==> config.mk <==
export PLATFORM = sky130hd
export DESIGN_NAME = mlp_two_input_regressor
export DESIGN_NICKNAME = d
export VERILOG_FILES = /design/src/rtl/mlpr_pkg.sv /design/src/rtl/mlpr_alu.sv /design/src/rtl/mlp_two_input_regressor.sv
export SDC_FILE = /design/constraint.sdc
export NUM_CORES = 2
export LEC_CHECK = 0
export BUFFER_PORTS_ARGS = -buffer_cell sky130_fd_sc_hd__clkbuf_2
export CORE_MARGIN = 4
export CORE_UTILIZATION = 45
export CTS_CLUSTER_SIZE = 25
export DETAILED_ROUTE_END_ITERATION = 8
export MAX_ROUTING_LAYER = met4
export SLEW_MARGIN = 20
export SYNTH_ARGS = -nofsm -noshare
export SYNTH_HDL_FRONTEND = slang
export SYNTH_SLANG_ARGS = --single-unit
export TNS_END_PERCENT = 20
==> constraint.sdc <==
create_clock -name i_clk -period 19 [get_ports i_clk]
set_input_delay 1.9 -clock i_clk [delete_from_list [all_inputs] [get_ports i_clk]]
set_output_delay 1.9 -clock i_clk [all_outputs]
set_load 0.005 [all_outputs]
==> src/rtl/mlpr_pkg.sv <==
`default_nettype none

package mlpr_pkg;

    // default network shape
    localparam int H1_SIZE_DEF  = 8;
    localparam int H2_SIZE_DEF  = 16;
    localparam int WBITS_DEF    = 16;

    // neurons held in the weight rom
    localparam int ROM_H1 = 8;
    localparam int ROM_H2 = 16;

    // normalization constants, Q8.8 minima and unsigned Q0.16 reciprocals
    localparam logic signed [16:0] TEMP_MIN_Q   = 17'sd6835;
    localparam logic signed [16:0] HUM_MIN_Q    = 17'sd10243;
    localparam logic signed [16:0] TEMP_RECIP_Q = 17'sd4928;
    localparam logic signed [16:0] HUM_RECIP_Q  = 17'sd1093;
    localparam logic signed [16:0] OUT_RANGE_Q  = 17'sd20206;
    localparam logic signed [23:0] OUT_MIN_Q    = 24'sd6858;

    // operation kinds carried down the multiplier pipeline
    localparam logic [1:0] K_MAC    = 2'd0;
    localparam logic [1:0] K_NORM_T = 2'd1;
    localparam logic [1:0] K_NORM_H = 2'd2;
    localparam logic [1:0] K_DENORM = 2'd3;

    // network phases
    localparam logic [1:0] LY_NORM = 2'd0;
    localparam logic [1:0] LY_ONE  = 2'd1;
    localparam logic [1:0] LY_TWO  = 2'd2;
    localparam logic [1:0] LY_OUT  = 2'd3;

    typedef struct packed {
        logic       vld;
        logic [1:0] kind;
    } t_uop;

    localparam logic signed [15:0] ROM_W1 [0:15] = '{
        2245, -1500, -9121, 314, -2638, -294, -5022, 14168,
        -5421, 4619, -8731, -5598, 9467, 788, -2785, 7261
    };
    localparam logic signed [15:0] ROM_B1 [0:7] = '{
        4048, -171, 0, -351, -332, -778, 0, -2274
    };
    localparam logic signed [15:0] ROM_W2 [0:127] = '{
        -467, -5124, 5559, 7393, 2269, -7553, -395, 4330,
        -7142, -4645, -2427, -3823, 1688, -5276, -7857, -1111,
        -8858, 3722, -12431, 2844, -9067, -2389, 2328, -10041,
        2171, -3907, 6899, 6362, -1243, -3462, 193, -1085,
        6033, -5849, -3577, -6994, 1940, 3747, -1664, 1715,
        6556, -87, -4716, -3037, -7545, 1555, -4763, -6852,
        873, -845, 1739, 8125, -5888, 5336, 1927, 883,
        -6035, 7403, -1891, -2409, 5320, -266, 7599, 6409,
        3046, -8023, 4367, -7112, 4403, 1962, 2398, 4470,
        2688, 6345, -4209, -5211, 7419, 5423, -1574, -1740,
        -5444, 3195, 7488, 6926, -6467, -4873, 2100, 2229,
        -1460, 3832, 3200, 5328, -6525, -368, -2212, -2203,
        -4641, 7641, 6935, 1815, -5981, -3789, 4960, 5908,
        -6419, -8098, 3267, -1504, -1942, 4120, -3766, -5736,
        -8599, -4775, -6612, 1932, -10736, 6821, 8980, -6427,
        -1960, 8049, 5865, -6842, -3942, -4504, 6800, 5024
    };
    localparam logic signed [15:0] ROM_B2 [0:15] = '{
        599, 0, 491, -450, 840, -5902, -1218, 4242,
        -1464, -1437, -4818, 0, 2530, -833, -1919, -254
    };
    localparam logic signed [15:0] ROM_W3 [0:15] = '{
        -7723, 7625, -4729, -5318, -7814, 5009, 6338, 14657,
        3529, 8338, 5440, -5359, -8875, 7324, 11888, 14378
    };
    localparam logic signed [15:0] ROM_B3 = -16'sd1113;

    // weight of input i into neuron o, zero beyond the rom
    function automatic logic signed [15:0] f_rom_weight(logic [1:0] layer, int i, int o);
        logic signed [15:0] w;
        w = '0;
        unique case (layer)
            LY_ONE: if (i < 2 && o < ROM_H1) w = ROM_W1[i * ROM_H1 + o];
            LY_TWO: if (i < ROM_H1 && o < ROM_H2) w = ROM_W2[i * ROM_H2 + o];
            LY_OUT: if (i < ROM_H2) w = ROM_W3[i];
            default: w = '0;
        endcase
        return w;
    endfunction

    function automatic logic signed [15:0] f_rom_bias(logic [1:0] layer, int o);
        logic signed [15:0] b;
        b = '0;
        unique case (layer)
            LY_ONE: if (o < ROM_H1) b = ROM_B1[o];
            LY_TWO: if (o < ROM_H2) b = ROM_B2[o];
            LY_OUT: b = ROM_B3;
            default: b = '0;
        endcase
        return b;
    endfunction

    // clamp to a signed range of the given width
    function automatic logic signed [15:0] f_weight(logic signed [15:0] w, int bits);
        int lim;
        int v;
        lim = 0;
        v   = int'(w);
        if (bits < 16) begin
            lim = (1 << (bits - 1)) - 1;
            if (v > lim) begin
                v = lim;
            end else if (v < -lim - 1) begin
                v = -lim - 1;
            end
        end
        return 16'(v);
    endfunction

endpackage

`default_nettype wire

==> src/rtl/mlpr_alu.sv <==
`default_nettype none

module mlpr_alu import mlpr_pkg::*; (
    input  wire logic               i_clk,
    input  wire logic               i_rst_n,
    input  wire t_uop               i_uop,
    input  wire logic signed [16:0] i_op_a,
    input  wire logic signed [16:0] i_op_b,
    input  wire logic               i_acc_ld,
    input  wire logic signed [31:0] i_acc_init,
    output t_uop                    o_res,
    output logic signed [22:0]      o_rnd,
    output logic signed [31:0]      o_acc
);

    t_uop               r_res;
    logic signed [33:0] r_prod;
    logic signed [31:0] r_acc;
    logic signed [31:0] n_acc;
    logic signed [34:0] w_asum;
    logic signed [34:0] w_rsum;

    always_ff @(posedge i_clk) begin
        if (!i_rst_n) begin
            r_res.vld <= 1'b0;
        end else begin
            r_res <= i_uop;
        end
        r_prod <= 34'(i_op_a) * 34'(i_op_b);
    end

    // saturating add of the registered product
    assign w_asum = {{3{r_acc[31]}}, r_acc} + {r_prod[33], r_prod};

    always_comb begin
        n_acc = r_acc;
        if (i_acc_ld) begin
            n_acc = i_acc_init;
        end else if (r_res.vld && r_res.kind == K_MAC) begin
            if (w_asum[34:31] == 4'b0000 || w_asum[34:31] == 4'b1111) begin
                n_acc = w_asum[31:0];
            end else if (w_asum[34]) begin
                n_acc = {1'b1, 31'd0};
            end else begin
                n_acc = {1'b0, {31{1'b1}}};
            end
        end
    end

    always_ff @(posedge i_clk) begin
        if (!i_rst_n) begin
            r_acc <= '0;
        end else begin
            r_acc <= n_acc;
        end
    end

    // round half up by 12 bits for normalize and de-normalize
    assign w_rsum = {r_prod[33], r_prod} + 35'sd2048;
    assign o_rnd  = w_rsum[34:12];
    assign o_res  = r_res;
    assign o_acc  = r_acc;

endmodule

`default_nettype wire

==> src/rtl/mlp_two_input_regressor.sv <==
`default_nettype none

// channel   direction  handshake                   payload
// input     in         i_in_valid / o_in_stall     i_temperature, i_humidity (Q8.8)
// output    out        o_out_valid / i_out_stall   o_estimate (Q8.8, saturated)
//
// every product goes through one shared 17x17 multiplier whose three-stage
// issue/multiply/accumulate pipe drains at each neuron end.
// o_in_stall is high from accept until the de-normalize step is issued.
// the result sits in an output register; a stall there only holds back the
// de-normalize issue of the following item. synchronous active-low reset
// clears the sequencer, pipe valids, accumulator and output valid.

module mlp_two_input_regressor import mlpr_pkg::*; #(
    parameter int HIDDEN_ONE_SIZE = H1_SIZE_DEF,
    parameter int HIDDEN_TWO_SIZE = H2_SIZE_DEF,
    parameter int WEIGHT_BITS     = WBITS_DEF
) (
    input  wire logic               i_clk,
    input  wire logic               i_rst_n,
    input  wire logic               i_in_valid,
    output logic                    o_in_stall,
    input  wire logic signed [15:0] i_temperature,
    input  wire logic signed [15:0] i_humidity,
    output logic                    o_out_valid,
    input  wire logic               i_out_stall,
    output logic signed [15:0]      o_estimate
);

    // counter and address widths
    localparam int HMAX = (HIDDEN_ONE_SIZE > HIDDEN_TWO_SIZE) ? HIDDEN_ONE_SIZE
                                                              : HIDDEN_TWO_SIZE;
    localparam int IW   = (HMAX > 2) ? $clog2(HMAX) : 1;
    localparam int A1   = (HIDDEN_ONE_SIZE > 1) ? $clog2(HIDDEN_ONE_SIZE) : 1;
    localparam int A2   = (HIDDEN_TWO_SIZE > 1) ? $clog2(HIDDEN_TWO_SIZE) : 1;

    localparam logic [IW-1:0] PAIR_LAST = IW'(1);
    localparam logic [IW-1:0] H1_LAST   = IW'(HIDDEN_ONE_SIZE - 1);
    localparam logic [IW-1:0] H2_LAST   = IW'(HIDDEN_TWO_SIZE - 1);

    // sequencer states
    localparam logic [1:0] ST_IDLE   = 2'd0;
    localparam logic [1:0] ST_MAC    = 2'd1;
    localparam logic [1:0] ST_DRAIN  = 2'd2;
    localparam logic [1:0] ST_DENORM = 2'd3;

    // operand a source at the multiplier
    localparam logic [1:0] SRC_REG = 2'd0;
    localparam logic [1:0] SRC_H1  = 2'd1;
    localparam logic [1:0] SRC_H2  = 2'd2;

    function automatic logic signed [15:0] f_sat16(logic signed [23:0] v);
        logic signed [15:0] r;
        if (v > 24'sd32767) begin
            r = 16'sh7fff;
        end else if (v < -24'sd32768) begin
            r = 16'sh8000;
        end else begin
            r = v[15:0];
        end
        return r;
    endfunction

    // sequencer
    logic [1:0]         r_state, n_state;
    logic [1:0]         r_layer, n_layer;
    logic [IW-1:0]      r_i, n_i;
    logic [IW-1:0]      r_o, n_o;
    logic [IW-1:0]      w_i_last;
    logic               w_accept;
    logic               w_drained;
    logic               w_out_free;

    // captured sample and normalized inputs
    logic signed [15:0] r_temp;
    logic signed [15:0] r_hum;
    logic signed [15:0] r_x0;
    logic signed [15:0] r_x1;

    // hidden activations
    logic signed [15:0] r_hidden_one [HIDDEN_ONE_SIZE];
    logic signed [15:0] r_hidden_two [HIDDEN_TWO_SIZE];
    logic signed [15:0] r_h1_rd;
    logic signed [15:0] r_h2_rd;
    logic               w_h1_we;
    logic               w_h2_we;

    // issue stage
    t_uop               r_s1, n_s1;
    logic [1:0]         r_s1_src, n_s1_src;
    logic signed [16:0] r_s1_a, n_s1_a;
    logic signed [16:0] r_s1_b, n_s1_b;
    logic signed [15:0] w_wgt;
    logic signed [15:0] w_bias;
    logic signed [31:0] w_acc_init;
    logic               w_acc_ld;
    logic signed [16:0] w_op_a;

    // shared unit results
    t_uop               w_res;
    logic signed [22:0] w_rnd;
    logic signed [31:0] w_acc;
    logic signed [32:0] w_acc_r;
    logic signed [15:0] w_acc_q;
    logic signed [15:0] w_relu;

    // output register
    logic               r_out_vld;
    logic signed [15:0] r_est;

    assign w_accept   = i_in_valid && (r_state == ST_IDLE);
    assign w_drained  = (r_state == ST_DRAIN) && !r_s1.vld && !w_res.vld;
    assign w_out_free = !r_out_vld || !i_out_stall;
    assign w_h1_we    = w_drained && (r_layer == LY_ONE);
    assign w_h2_we    = w_drained && (r_layer == LY_TWO);

    // accumulator value rounded by 14 to Q4.12, saturated, then relu
    assign w_acc_r = {w_acc[31], w_acc} + 33'sd8192;
    assign w_acc_q = f_sat16({{5{w_acc_r[32]}}, w_acc_r[32:14]});
    assign w_relu  = w_acc_q[15] ? 16'sd0 : w_acc_q;

    // last input index of the current phase
    always_comb begin
        unique case (r_layer)
            LY_NORM: w_i_last = PAIR_LAST;
            LY_ONE:  w_i_last = PAIR_LAST;
            LY_TWO:  w_i_last = H1_LAST;
            LY_OUT:  w_i_last = H2_LAST;
            default: w_i_last = PAIR_LAST;
        endcase
    end

    // next-state logic
    always_comb begin
        n_state = r_state;
        n_layer = r_layer;
        n_i     = r_i;
        n_o     = r_o;
        unique case (r_state)
            ST_IDLE: begin
                if (w_accept) begin
                    n_state = ST_MAC;
                    n_layer = LY_NORM;
                    n_i     = '0;
                    n_o     = '0;
                end
            end
            ST_MAC: begin
                if (r_i == w_i_last) begin
                    n_i     = '0;
                    n_state = ST_DRAIN;
                end else begin
                    n_i = r_i + IW'(1);
                end
            end
            ST_DRAIN: begin
                if (w_drained) begin
                    unique case (r_layer)
                        LY_NORM: begin
                            n_layer = LY_ONE;
                            n_o     = '0;
                            n_state = ST_MAC;
                        end
                        LY_ONE: begin
                            n_state = ST_MAC;
                            if (r_o == H1_LAST) begin
                                n_layer = LY_TWO;
                                n_o     = '0;
                            end else begin
                                n_o = r_o + IW'(1);
                            end
                        end
                        LY_TWO: begin
                            n_state = ST_MAC;
                            if (r_o == H2_LAST) begin
                                n_layer = LY_OUT;
                                n_o     = '0;
                            end else begin
                                n_o = r_o + IW'(1);
                            end
                        end
                        LY_OUT: begin
                            n_state = ST_DENORM;
                        end
                        default: n_state = ST_IDLE;
                    endcase
                end
            end
            ST_DENORM: begin
                if (w_out_free) begin
                    n_state = ST_IDLE;
                end
            end
            default: n_state = ST_IDLE;
        endcase
    end

    always_ff @(posedge i_clk) begin
        if (!i_rst_n) begin
            r_state <= ST_IDLE;
            r_layer <= LY_NORM;
            r_i     <= '0;
            r_o     <= '0;
        end else begin
            r_state <= n_state;
            r_layer <= n_layer;
            r_i     <= n_i;
            r_o     <= n_o;
        end
    end

    always_ff @(posedge i_clk) begin
        if (w_accept) begin
            r_temp <= i_temperature;
            r_hum  <= i_humidity;
        end
    end

    // rom fetch for the current input/neuron pair
    assign w_wgt      = f_weight(f_rom_weight(r_layer, int'(r_i), int'(r_o)), WEIGHT_BITS);
    assign w_bias     = f_weight(f_rom_bias(r_layer, int'(r_o)), WEIGHT_BITS);
    assign w_acc_init = {{4{w_bias[15]}}, w_bias, 12'd0};

    // bias preload on the first issue of a neuron, pipe is empty then
    assign w_acc_ld = (r_state == ST_MAC) && (r_i == '0) && (r_layer != LY_NORM);

    // issue: build one multiplier operation per cycle in the mac state, none while draining
    always_comb begin
        n_s1.vld  = 1'b0;
        n_s1.kind = K_MAC;
        n_s1_src  = SRC_REG;
        n_s1_a    = '0;
        n_s1_b    = {w_wgt[15], w_wgt};
        if (r_state == ST_MAC) begin
            n_s1.vld = 1'b1;
            unique case (r_layer)
                LY_NORM: begin
                    if (r_i == '0) begin
                        n_s1.kind = K_NORM_T;
                        n_s1_a    = {r_temp[15], r_temp} - TEMP_MIN_Q;
                        n_s1_b    = TEMP_RECIP_Q;
                    end else begin
                        n_s1.kind = K_NORM_H;
                        n_s1_a    = {r_hum[15], r_hum} - HUM_MIN_Q;
                        n_s1_b    = HUM_RECIP_Q;
                    end
                end
                LY_ONE: begin
                    n_s1_a = (r_i == '0) ? {r_x0[15], r_x0} : {r_x1[15], r_x1};
                end
                LY_TWO: n_s1_src = SRC_H1;
                LY_OUT: n_s1_src = SRC_H2;
                default: n_s1_src = SRC_REG;
            endcase
        end else if (r_state == ST_DENORM && w_out_free) begin
            n_s1.vld  = 1'b1;
            n_s1.kind = K_DENORM;
            n_s1_a    = {w_acc_q[15], w_acc_q};
            n_s1_b    = OUT_RANGE_Q;
        end
    end

    always_ff @(posedge i_clk) begin
        if (!i_rst_n) begin
            r_s1.vld <= 1'b0;
        end else begin
            r_s1 <= n_s1;
        end
        r_s1_src <= n_s1_src;
        r_s1_a   <= n_s1_a;
        r_s1_b   <= n_s1_b;
    end

    // hidden activation memories, registered read alongside the issue stage
    always_ff @(posedge i_clk) begin
        if (w_h1_we) begin
            r_hidden_one[r_o[A1-1:0]] <= w_relu;
        end
        r_h1_rd <= r_hidden_one[r_i[A1-1:0]];
    end

    always_ff @(posedge i_clk) begin
        if (w_h2_we) begin
            r_hidden_two[r_o[A2-1:0]] <= w_relu;
        end
        r_h2_rd <= r_hidden_two[r_i[A2-1:0]];
    end

    always_comb begin
        unique case (r_s1_src)
            SRC_H1:  w_op_a = {r_h1_rd[15], r_h1_rd};
            SRC_H2:  w_op_a = {r_h2_rd[15], r_h2_rd};
            default: w_op_a = r_s1_a;
        endcase
    end

    // shared multiplier and saturating accumulator
    mlpr_alu u_alu (
        .i_clk      (i_clk),
        .i_rst_n    (i_rst_n),
        .i_uop      (r_s1),
        .i_op_a     (w_op_a),
        .i_op_b     (r_s1_b),
        .i_acc_ld   (w_acc_ld),
        .i_acc_init (w_acc_init),
        .o_res      (w_res),
        .o_rnd      (w_rnd),
        .o_acc      (w_acc)
    );

    // retire normalize and de-normalize results
    always_ff @(posedge i_clk) begin
        if (w_res.vld && w_res.kind == K_NORM_T) begin
            r_x0 <= f_sat16({w_rnd[22], w_rnd});
        end
        if (w_res.vld && w_res.kind == K_NORM_H) begin
            r_x1 <= f_sat16({w_rnd[22], w_rnd});
        end
        if (w_res.vld && w_res.kind == K_DENORM) begin
            r_est <= f_sat16({w_rnd[22], w_rnd} + OUT_MIN_Q);
        end
    end

    always_ff @(posedge i_clk) begin
        if (!i_rst_n) begin
            r_out_vld <= 1'b0;
        end else if (w_res.vld && w_res.kind == K_DENORM) begin
            r_out_vld <= 1'b1;
        end else if (!i_out_stall) begin
            r_out_vld <= 1'b0;
        end
    end

    assign o_in_stall  = (r_state != ST_IDLE);
    assign o_out_valid = r_out_vld;
    assign o_estimate  = r_est;

    // bias preload never collides with a product landing in the accumulator
    a_acc_ld_clash: assert property (@(posedge i_clk) disable iff (!i_rst_n)
        w_acc_ld |-> !(w_res.vld && w_res.kind == K_MAC))
        else $error("bias preload collides with accumulate");

    // a finished estimate only lands in a free output register
    a_out_free: assert property (@(posedge i_clk) disable iff (!i_rst_n)
        (w_res.vld && w_res.kind == K_DENORM) |-> !r_out_vld)
        else $error("estimate overwrites a pending result");

    // output valid comes only from a de-normalize retire
    a_out_src: assert property (@(posedge i_clk) disable iff (!i_rst_n)
        $rose(r_out_vld) |-> $past(w_res.vld && w_res.kind == K_DENORM))
        else $error("output valid without a retired estimate");

    // writeback happens only with the pipe empty
    a_wb_drained: assert property (@(posedge i_clk) disable iff (!i_rst_n)
        (w_h1_we || w_h2_we) |-> (!r_s1.vld && !w_res.vld && !w_acc_ld))
        else $error("hidden writeback with work in flight");

endmodule

`default_nettype wire
### After elaboration in Yosys (flattened, before gate mapping)

Memories as Yosys holds them, arrays and structs flattened. A register that Yosys moved wholly into a read port is not among the register bits.
Index checks and enable logic that the tools add are counted.

| storage, ports and cells | value |
|---|---|
| bits in registers | 233 |
| bits in writable memories | 360 |
| ROM bits | 2944 |
| input bits | 36 |
| output and inout bits | 18 |
| memories | 7 |

Memories:

| name | words | bits a word | rd ports | clocked after memory_dff | write ports | RTL line | text |
|---|---|---|---|---|---|---|---|
| (name not given) | 128 | 16 | 1 | 0 | 0 | mlpr_pkg.sv:80 | `LY_TWO: if (i < ROM_H1 && o < ROM_H2) w = ROM_W2[i * ROM_H2 + o];` |
| (name not given) | 16 | 16 | 1 | 0 | 0 | mlpr_pkg.sv:92 | `LY_TWO: if (o < ROM_H2) b = ROM_B2[o];` |
| (name not given) | 16 | 16 | 1 | 0 | 0 | mlpr_pkg.sv:81 | `LY_OUT: if (i < ROM_H2) w = ROM_W3[i];` |
| (name not given) | 16 | 16 | 1 | 0 | 0 | mlpr_pkg.sv:79 | `LY_ONE: if (i < 2 && o < ROM_H1) w = ROM_W1[i * ROM_H1 + o];` |
| r_hidden_two | 16 | 15 | 1 | 1 | 1 | mlp_two_input_regressor.sv:82 | `logic signed [15:0] r_hidden_two [HIDDEN_TWO_SIZE];` |
| (name not given) | 8 | 16 | 1 | 0 | 0 | mlpr_pkg.sv:91 | `LY_ONE: if (o < ROM_H1) b = ROM_B1[o];` |
| 1 more memories | -- | -- | -- | -- | -- | -- |  |

| cells by class | value |
|---|---|
| add/sub/neg operators | 10 |
| multiply operators | 1 |
| order comparisons | 14 |
| equal/unequal tests | 23 |
| multiplexer cells | 67 |
| bitwise gates (word level) | 5 |
| reduce and logical (&&, ||, !) cells | 36 |

Operator list:

| operator | count |
|---|---|
| 16-bit 2-to-1 mux | 18 |
| 32-bit 2-to-1 mux | 4 |
| 17-bit 2-to-1 mux | 7 |
| 32-bit by 5-bit greater-or-equal comparator with 1-bit output (second input constant) | 3 |
| 16-bit case mux with 3 select lines | 2 |
| 17-bit case mux with 2 select lines | 2 |
| 4-bit inverter with 32-bit output | 2 |
| 32-bit by 34-bit adder with 35-bit output | 1 |
| 34-bit by 13-bit adder with 35-bit output (second input constant) | 1 |
| 17-bit by 17-bit multiplier with 34-bit output | 1 |
| 32-bit by 15-bit adder with 33-bit output (second input constant) | 1 |
| 32-bit by 4-bit greater-or-equal comparator with 1-bit output (second input constant) | 1 |
| 32-bit by 8-bit greater-or-equal comparator with 1-bit output (second input constant) | 1 |
| 8-bit inverter with 32-bit output | 1 |
| 9-bit inverter with 32-bit output | 1 |
| 23-bit by 14-bit adder with 24-bit output (second input constant) | 1 |
| 24-bit by 16-bit > comparator with 1-bit output (second input constant) | 1 |
| 24-bit by 16-bit < comparator with 1-bit output (second input constant) | 1 |
| 4-bit case mux with 3 select lines | 2 |
| 23-bit by 16-bit > comparator with 1-bit output (second input constant) | 1 |
| 23-bit by 16-bit < comparator with 1-bit output (second input constant) | 1 |
| 2-bit 2-to-1 mux | 10 |
| 4-bit 2-to-1 mux | 5 |
| 19-bit by 16-bit > comparator with 1-bit output (second input constant) | 1 |
| other kinds (37) | 87 |

### Longest topological paths before layout

| depth | value |
|---|---|
| word-level depth | 9 |
| gate-level depth with buffers | 31 |
| depth with buffers taken out | 29 |

### Cells and area by module

A second synthesis with hierarchy kept.

| unflattened totals | value |
|---|---|
| cell total of the unflattened synthesis | 3782 |
| area, all modules | 40759.1 µm² |

Modules (own cells, without submodules):

| module | instances | cells an instance | area each (µm²) | sequential area each (µm²) |
|---|---|---|---|---|
| mlp_two_input_regressor | 1 | 2009 | 25296.8 | 14854.2 |
| mlpr_alu | 1 | 1773 | 15462.3 | 1401.3 |

### Least setup slack after synthesis

No wires, ideal clock.

| timing | value |
|---|---|
| path kind | reg-to-reg |
| start point | register r_s1_src[0] |
| end point | register u_alu.r_prod[32] |
| library setup time | 0.072 ns |
| arrival | 7.240 ns |
| data required time | 18.928 ns |
| slack | 11.688 ns |
| stages on the path, launching flop included | 29 |
| path buffers | 3 |
| path through | dfxtp_1 inv_1 ha_1 clkbuf_1 clkbuf_1 nand2_1 o21ai_1 clkbuf_1 nand2_1 fa_1 inv_1 fa_1 fa_1 fa_1 fa_1 inv_1 fa_1 inv_1 ha_1 a21oi_1 o21ai_0 or2_2 a32o_1 a31oi_1 a21boi_0 a2111oi_0 o21bai_1 a21oi_1 xnor2_1 |

| on the way | value |
|---|---|
| longest elaborated chain between the ends | 3 |
| elaborated cells between the ends (all ways) | 4 |
| classes of those cells | mul (1); eq/ne (2); mux (1) |

RTL lines:

| item | RTL line | text |
|---|---|---|
| from (decl) | mlp_two_input_regressor.sv:90 | `logic [1:0] r_s1_src, n_s1_src;` |
| from (signal assigned) | mlp_two_input_regressor.sv:269 | `r_s1_src <= n_s1_src;` |
| 2-bit == test / 2-bit by 1-bit == test with 1-bit output (equally long branches) | mlp_two_input_regressor.sv:290 | `unique case (r_s1_src)` |
| 17-bit case mux with 2 select lines * | mlp_two_input_regressor.sv:290 |  |
| 17-bit by 17-bit multiplier with 34-bit output * | mlpr_alu.sv:29 | `r_prod <= 34'(i_op_a) * 34'(i_op_b);` |
| to (signal assigned) | mlpr_alu.sv:29 |  |
| to (decl) | mlpr_alu.sv:17 | `logic signed [33:0] r_prod;` |

Mark *: on every way between the ends. The rest lies on a longest branch, timed or not.
A chain may end at the register's enable or synchronous reset.

### Worst setup path after layout

| timing | value |
|---|---|
| start point | register r_s1_src[1] |
| end point | register u_alu.r_prod[31] |

Same word-level chain as after synthesis.

==> flow_summary.json <==
{
  "status": "finished clean",
  "peakVddDrop_mv": 0.0951,
  "crit_path_max_incr_delay_ps": 840,
  "drt_iter0_drc": 3141,
  "cap_viol_max_count": 0,
  "grt_pass1_wl_um": 178000,
  "layout.nets": 4288,
  "grt_max_degree": 99,
  "area_delta_synth_final_pct": 8.88,
  "crit_type": "reg -> reg",
  "synth_edf_count": 444,
  "rows": 110,
  "cts.clk_slew.worst_paths_ps": 60,
  "coreArea_um2": 90100,
  "power_mw": 3.70,
  "synth_cells": 3853,
  "ys_seq_area_share_pct": 39.7,
  "r2r_end": "u_alu.r_prod[31]",
  "drive_above_1_share_pct": 10.6,
  "dieWidth_um": 309,
  "worst_pin_slew_ps": 1240,
  "fmax_mhz": 125,
  "cts_resized": 0,
  "slowest_stage": "o21ai_2",
  "min_path_type": "reg -> reg",
  "root_buffer": "clkbuf_16",
  "cts_hold_buf": 0,
  "leakagePower_nw": 17.3,
  "fin_tns_setup_ps": 0,
  "io-pin-count": 54,
  "cp_data_required_time_ps": 19520,
  "ant_nets": 0,
  "viasPerCell": 5.90,
  "insertion_delay_ps": 660,
  "htreeDepth": 2,
  "seqCellArea_um2": 16300,
  "timing.rr.start": "r_s1_src[1]",
  "hold_start": "r_s1[1]",
  "end_kind": "flop",
  "wl_um": 116000,
  "post_drt_wl_per_cell_um": 23.0,
  "cts_num_sinks": 590,
  "cts_inserted_buffers": 60,
  "synth_warnings": 0,
  "preCtsSetupSlack_ps": 11030,
  "setup_ws_ps": 11020,
  "regToRegSetupSlack_ps": 11020,
  "drc": 0,
  "yosys.cell_types.count": 90,
  "cts_tree": "yes",
  "finalHoldViolCount": 0,
  "cpMostUsedCell": "fa_1",
  "grt_pass1_vias": 28981,
  "drt-pass1-iter-count": 7,
  "clock_path_buffers": 3,
  "grt-ovfl-total": 0,
  "worst_r2r_path_depth": 25,
  "gp_congestion": 0.980,
  "track_usage_pct": 24.9,
  "period_needed_ps": 7980,
  "rsz0062_at_grt": "no",
  "drv_slew": 0,
  "dp_hpwl_um": 81800,
  "final_cell_mix": "edfxtp_1 (444), nand2_1 (395), inv_1 (394)",
  "postCtsSetupBuffers": 0,
  "dieArea_um2": 95800,
  "arrival_ps": 8500,
  "period_share_pct": 42.0,
  "crit_fanout": 17,
  "setup_viol": 0,
  "die_y_um": 309,
  "synth_nets": 4338,
  "avgSynthCellArea_um2": 10.6,
  "skew_ps": 76.9,
  "critical_path.startpoint_type": "flop",
  "critPathLaunch": "r_s1_src[1]",
  "io_buffers": 53,
  "start_util_pct": 45.4,
  "fillers": 8185,
  "vias": 29687,
  "final_common_cell": "edfxtp_1",
  "ys_ff_latch": 590,
  "synthArstFlopShare_pct": 0,
  "antenna_found_initial": 2,
  "syn_area_um2": 40900,
  "synth-main-ff-cell": "edfxtp_1",
  "worstHoldPathCells": 0,
  "relSlewSlack_pct": 16.8,
  "p_per_area_nw_per_um2": 83.2,
  "multi_input_area_um2": 22400,
  "worst_hold_path.endpoint": "u_alu.o_res[1]"
}
## routing by layer
layer  track usage, %  up-vias  wire [µm]
met2             38.8     1243      54000
met5                -        -          0
met4             8.13        0       4120
met3             3.40      251       8510
li1                 -    13454          -
met1             34.1    14739      49000
## cells in the mapped netlist, types with 23 or more instances
| cell type | number | area, µm² |
|---|---|---|
| a31oi_1 | 52 | 325 |
| mux4_2 | 110 | 2480 |
| clkbuf_1 | 180 | 676 |
| nand3_1 | 72 | 360 |
| xor2_1 | 62 | 543 |
| edfxtp_1 | 444 | 13300 |
| ha_1 | 151 | 1890 |
| nand2b_1 | 23 | 144 |
| nor2_1 | 206 | 773 |
| o21ai_1 | 33 | 165 |
| nor3_1 | 55 | 275 |
| dfxtp_1 | 146 | 2920 |
| o21ai_0 | 202 | 1010 |
| xnor2_1 | 85 | 744 |
| nand2_1 | 395 | 1480 |
| o211ai_1 | 40 | 300 |
| nor2b_1 | 36 | 225 |
| a211oi_1 | 41 | 308 |
| and3_1 | 43 | 269 |
| and2_1 | 144 | 901 |
| a311oi_1 | 24 | 210 |
| buf_1 | 33 | 124 |
| a21o_1 | 24 | 180 |
| inv_1 | 394 | 1480 |
| a21oi_1 | 251 | 1260 |
| fa_1 | 298 | 5970 |
## registers in the layout, summed over array words and instances (netlist names)
signal        count
u_alu.o_res       3
r_i               4
u_alu.r_prod     34
r_s1_src          2
r_s1              3
r_h1_rd          15
o_out_valid       1
r_s1_a           17
r_x1             16
o_estimate       16
r_hidden_one    120
r_temp           16
r_s1_b           16
r_h2_rd          15
r_x0             16
r_layer           2
r_hum            16
r_state           2
r_o               4
r_hidden_two    240
u_alu.o_acc      32
## cell families (layout without fill, tap and decap cells)
logic type,Yosys count,count (layout),share of synthesized area (%)
AND/OR/NAND/NOR,1050,1050,12.3
buffers and inverters,627,628,5.84
XOR/XNOR,148,148,3.19
flip-flops,590,590,39.7
AO/OA/AOI/OAI,843,843,12.8
other,0,1,0
multiplexers,146,146,6.99
adder cells (fa/ha/maj),449,449,19.2
## worst max-delay path by stage
stage	to	cells after the start
final	u_alu.r_prod[31]	25
after global routing	u_alu.r_prod[31]	25
after CTS	u_alu.r_prod[31]	25
after detailed placement	u_alu.r_prod[31]	25
after global placement	u_alu.r_prod[31]	27
after floorplan	u_alu.r_prod[32]	28
## through the flow
stage	utilization (%)	cell area [µm²]	hold slack [ps]	instances
2_1_floorplan	-	40900	400	3853
3_3_place_gp	47.0	42400	404	4917
3_5_place_dp	47.0	42400	411	4917
4_1_cts	49.3	44500	425	5030
5_1_grt	49.4	44500	431	5031
6_report	49.4	44500	425	5031
## layout make-up
cell class,count,share of cell area [%]
antenna,1,0.00562
clock buffer,75,3.69
clock inverter,38,0.998
inverter,398,3.36
multi-input combinational,2636,50.4
sequential,590,36.5
tap,1176,3.30
timing repair buffer,117,1.70
## critical path: cells and delay by family, from the launching register on
family / cells / cell delay [ps]
AO/OA/AOI/OAI: 11 / 3180
XOR/XNOR: 1 / 130
flip-flops: 1 / 320
AND/OR/NAND/NOR: 1 / 200
adder cells (fa/ha/maj): 8 / 3800
buffers and inverters: 4 / 220
## power breakdown
part / switching [mW] / total [mW] / internal, mW
sequential: 0.111 / 1.58 / 1.47
clock: 0.518 / 1.22 / 0.703
combinational: 0.579 / 0.897 / 0.318
total: 1.21 / 3.70 / 2.49
No activity file was read; power rests on OpenSTA's default activity.
